===== config.mk =====
export PLATFORM = sky130hd
export DESIGN_NAME = fbv_extent_cell
export DESIGN_NICKNAME = d
export VERILOG_FILES = /design/src/rtl/fbv_pkg.sv /design/src/rtl/fbv_extent_cell.sv
export SDC_FILE = /design/constraint.sdc
export NUM_CORES = 2
export LEC_CHECK = 0
export BUFFER_PORTS_ARGS = -buffer_cell sky130_fd_sc_hd__buf_2
export CAP_MARGIN = 20
export CELL_PAD_IN_SITES_DETAIL_PLACEMENT = 0
export CELL_PAD_IN_SITES_GLOBAL_PLACEMENT = 1
export CORE_ASPECT_RATIO = 1.75
export CORE_MARGIN = 2
export CORE_UTILIZATION = 45
export CTS_BUF_LIST = sky130_fd_sc_hd__clkbuf_2 sky130_fd_sc_hd__clkbuf_4 sky130_fd_sc_hd__clkbuf_8
export DETAILED_ROUTE_END_ITERATION = 8
export PLACE_DENSITY = 0.74
export SLEW_MARGIN = 0
export SYNTH_ARGS = -nofsm -noshare
export SYNTH_HDL_FRONTEND = slang
export SYNTH_SLANG_ARGS = --single-unit

===== constraint.sdc =====
create_clock -name clk -period 11.6 [get_ports clk]
set_clock_uncertainty 0.1 [all_clocks]
set_input_delay 1.16 -clock clk [delete_from_list [all_inputs] [get_ports clk]]
set_output_delay 1.16 -clock clk [all_outputs]
set_load 0.005 [all_outputs]

===== src/rtl/fbv_pkg.sv =====
// ----------------------------------------------------------------------------
// fbv_pkg: shared types and constants for the frustum box visibility core
// Request modes, result causes and the per-plane test packet.
// ----------------------------------------------------------------------------
package fbv_pkg;

  localparam int unsigned FieldBits = 32;
  localparam int unsigned Corners   = 8;
  localparam int unsigned QShift    = 16;

  typedef enum logic [1:0] {
    MODE_TEST   = 2'd0,
    MODE_PLANE  = 2'd1,
    MODE_CORNER = 2'd2,
    MODE_NONE   = 2'd3
  } mode_t;

  typedef enum logic [1:0] {
    CAUSE_VISIBLE = 2'd0,
    CAUSE_PLANE   = 2'd1,
    CAUSE_EXTENT  = 2'd2,
    CAUSE_RSVD    = 2'd3
  } cause_t;

  typedef struct packed {
    logic       valid;
    logic       culled;
    logic       pload;
    logic       cload;
    logic [2:0] slot;
  } ctl_t;

endpackage


===== src/rtl/fbv_extent_cell.sv =====
// ----------------------------------------------------------------------------
// fbv_extent_cell: frustum corner extent test, last cell of the chain
// Holds the eight frustum corners and flags a box that lies wholly outside
// their span on any axis.
// ----------------------------------------------------------------------------
module fbv_extent_cell #(
  parameter int unsigned CoordBits = 32
) (
  input  logic                        clk,
  input  logic                        rst,
  input  logic                        adv,
  input  fbv_pkg::ctl_t               ctl_in,
  input  logic signed [CoordBits-1:0] lo_in [3],
  input  logic signed [CoordBits-1:0] hi_in [3],
  output logic                        out_valid,
  output fbv_pkg::cause_t             out_cause
);

  logic signed [CoordBits-1:0] corner [fbv_pkg::Corners][3];
  logic                        ld;
  logic                        ext;
  logic [2:0]                  axis_hit;

  assign ld = adv && ctl_in.cload;

  always_ff @(posedge clk) begin
    if (ld) begin
      corner[ctl_in.slot][0] <= lo_in[0];
      corner[ctl_in.slot][1] <= lo_in[1];
      corner[ctl_in.slot][2] <= lo_in[2];
    end
  end

  always_comb begin
    logic above, below;
    for (int ax = 0; ax < 3; ax++) begin
      above = 1'b1;
      below = 1'b1;
      for (int k = 0; k < fbv_pkg::Corners; k++) begin
        if (!(corner[k][ax] > hi_in[ax])) above = 1'b0;
        if (!(lo_in[ax] > corner[k][ax])) below = 1'b0;
      end
      axis_hit[ax] = above | below;
    end
    ext = |axis_hit;
  end

  always_ff @(posedge clk) begin
    if (rst) begin
      out_valid <= 1'b0;
    end else if (adv) begin
      out_valid <= ctl_in.valid;
    end
  end

  always_ff @(posedge clk) begin
    if (adv) begin
      if (ctl_in.culled) out_cause <= fbv_pkg::CAUSE_PLANE;
      else if (ext)      out_cause <= fbv_pkg::CAUSE_EXTENT;
      else               out_cause <= fbv_pkg::CAUSE_VISIBLE;
    end
  end

endmodule


==> results.sh <==
export IMPL_status="complete, no violations"
export IMPL_fin_cells=7766
export IMPL_total_power_mw=6.78
export IMPL_worst_slew_pin_slew_ps=1360
export IMPL_post_route_period_util=0.411
export IMPL_grt_max_degree=57
export IMPL_met2_usage=0.540
export IMPL_crit_family="compound AO/OA/AOI/OAI gates"
export IMPL_ys_seq_area_frac=0.389
export IMPL_grt_use_met3=0.0456
export IMPL_design_area_mm2=0.0657
export IMPL_synth_common_cells="ha_1 (1536), inv_1 (912), edfxtp_1 (770), a21oi_1 (560), nand4_1 (322)"
export IMPL_place_ws_ps=6090
export IMPL_drv_slew=0
export IMPL_use_met1=0.274
export IMPL_crit_chain="buf_2, ha_1, nand3_1, or3_1, or3_1, a31oi_1, o41a_1, nand4_1, nor3_1, a31oi_1, a41oi_2"
export IMPL_grt_pass1_vias=47300
export IMPL_area_growth_pct=10.4
export IMPL_rsz0062_at_grt="false"
export IMPL_die_width_um=279
export IMPL_syn_mean_instance_area_um2=10.7
export IMPL_busiest_layer="met2"
export IMPL_ctsResizeCount=0
export IMPL_die_y_um=485
export IMPL_cts_buffer_depth=3
export IMPL_numClockSinks=771
export IMPL_synth_edff_count=770
export IMPL_netlist_area_leader_share=0.388
export IMPL_drt_initial_drc_count=2342
export IMPL_max_stage_delay_ps=1000
export IMPL_grt_pass1_wl_mm=291
export IMPL_max_freq_ghz=0.210
export IMPL_num_vias=45700
export IMPL_cts_htree_levels=4
export IMPL_path_class="input pin to flop"
export IMPL_grt_overflow=0
export IMPL_ys_seq_elements=771
export IMPL_grt_antenna_before_repair=24
export IMPL_path_clk_slew_ps=60
export IMPL_holdWs_ps=340
export IMPL_tns_ps=0
export IMPL_nets=7700
export IMPL_min_path_type="input pin to flop"
export IMPL_cts_tree="built"
export IMPL_drc=0
export IMPL_dpl_cell_area_mm2=0.0631
export IMPL_synth_warnings=0
export IMPL_synth_most_common_cell="ha_1"
export IMPL_synth_cell_types=72
export IMPL_relSlewSlack=0.0927
export IMPL_power_density_mw_per_mm2=103
export IMPL_grtUsageTotal=0.295
export IMPL_crit_cells=11
export IMPL_die_area_mm2=0.135
export IMPL_end_kind="flop"
export IMPL_gp_congestion=1.01
export IMPL_synthTopCellsByArea="edfxtp_1 (39%), ha_1 (32%), inv_1 (5.7%)"
export IMPL_period_minus_slack_ps=4760
export IMPL_portBuffers=203
export IMPL_synth_async_reset_ratio=0
export IMPL_rows=176
export IMPL_fin_ws_ps=6840
export IMPL_cts_root_buffer="clkbuf_8"
export IMPL_seqPwrFrac=0.466
export IMPL_worstPathRequired_ps=12180
export IMPL_worstRegToRegCells=10
export IMPL_fp_coreArea_mm2=0.131
export IMPL_p_sw_mw=1.97
export IMPL_n_fill_cell=12000
export IMPL_critical_path_arrival_ps=5340
export IMPL_cp_max_fo=16
export IMPL_numCtsBuffers=133
export IMPL_ios=205
export IMPL_drive_above_1_share=0.0800
export IMPL_synth_top_area_cell="edfxtp_1"
export IMPL_dpl_cell_count=7513
export IMPL_syn_cell_area_mm2=0.0595
export IMPL_wl_mm=200
export IMPL_routed_via_density=5.89
export IMPL_cts_setup_buffers=0
export IMPL_critPathSlowestCell="a31oi_1"
export IMPL_ctsHoldBuffers=0
export IMPL_ys_flop_type="edfxtp_1"
export IMPL_cp_start_kind="input pin"
export IMPL_power_leakage_nw=30.7
export IMPL_netlist_instances=5583
export IMPL_final_antenna_net_count=0
export IMPL_path_buf_inv=1
export IMPL_drt_wirelength_per_cell_um=25.7
export IMPL_drt_pass1_iterations=6
export IMPL_ir_worst_vdd_v=0.0000863
export IMPL_dp_hpwl_mm=153
export IMPL_syn_nets=7321
export IMPL_clkPwrFrac=0.373
export IMPL_fin_util=0.500
export IMPL_initial_core_util=0.453
export IMPL_hold_path_depth=2
export IMPL_combPwrFrac=0.162
export IMPL_p_int_mw=4.81
export IMPL_finalHoldViolCount=0
export IMPL_finalSetupViolations=0
export IMPL_sw_frac_of_total=0.291
export IMPL_clk_latency_ps=870
export IMPL_maxCapViolCount=0
[worst paths after layout]
| check | startpoint | to | slack [ps] |
|---|---|---|---|
| hold reg to reg | out_valid | out_valid | 410 |
| setup reg to reg | corner[6][95] | out_cause[1] | 7120 |
| setup / recovery | lo_in[63] | out_cause[1] | 6840 |
| hold / removal | rst | out_valid | 340 |
[routing by layer]
metal / vias to the layer above / part of all wire
li1: 21900 / -
met1: 21900 / 0.33
met2: 1249 / 0.52
met3: 621 / 0.041
met4: 6 / 0.11
met5: - / 0.00017
[power groups by stage]
stage	Clock, mW	Sequential, mW	Combinational (mW)
floorplan	0	3.21	0.624
global placement	0	3.21	1.06
detailed placement	0	3.21	1.09
CTS	2.58	3.16	1.10
global route	2.68	3.16	1.23
finish	2.53	3.16	1.10
[flip-flops by register name (all words and copies together) (netlist names)]
register and count:
corner 768, out_cause 2, out_valid 1
[cells by family (layout without fill, tap and decap cells)]
| group | count (synthesis) | in the layout | share of synthesized area |
|---|---|---|---|
| adders and majority gates | 1536 | 1536 | 0.323 |
| AOI/OAI and AO/OA | 1250 | 1250 | 0.131 |
| and+or+nand+nor | 1103 | 1103 | 0.0984 |
| buffers and inverters | 912 | 1388 | 0.0575 |
| DFF | 771 | 771 | 0.389 |
| muxes | 9 | 9 | 0.00160 |
| xor gates and xnor gates | 2 | 2 | 0.000294 |
| other | 0 | 16 | 0 |
[cells in the final DEF, fill, tap and decap left out, types with 17 or more instances in the layout]
cell type | netlist | layout
a211oi_1 | 62 | 62
o21ai_0 | 156 | 156
nor2b_1 | 50 | 50
nand4_1 | 322 | 322
buf_2 | 0 | 204
inv_1 | 912 | 912
o21a_1 | 23 | 23
edfxtp_1 | 770 | 770
nor4_1 | 69 | 56
clkinv_1 | 0 | 30
buf_4 | 0 | 39
ha_1 | 1536 | 1536
nor3_1 | 40 | 38
a221oi_1 | 21 | 21
a2111oi_0 | 25 | 23
nand2_1 | 265 | 265
a21o_1 | 164 | 164
clkbuf_8 | 0 | 138
and4_1 | 28 | 28
o211ai_1 | 66 | 66
a21oi_1 | 560 | 560
nand3_1 | 120 | 120
a31oi_1 | 18 | 18
clkbuf_4 | 0 | 42
nor2_1 | 131 | 125
nand2b_1 | 25 | 25
o21bai_1 | 17 | 17
[area by class of cell]
class / instances / area [um^2] / share of cell area
clock buffers: 179 / 2210 / 0.0336
well taps: 1691 / 2120 / 0.0322
clock inverters: 53 / 333 / 0.00506
diodes: 16 / 40.0 / 0.000609
inverters: 912 / 3420 / 0.0521
flip-flops and latches: 771 / 23100 / 0.352
multi-input cells: 3900 / 33100 / 0.504
repair buffers: 244 / 1320 / 0.0201
Note: power is estimated with default switching activity, not from simulation.
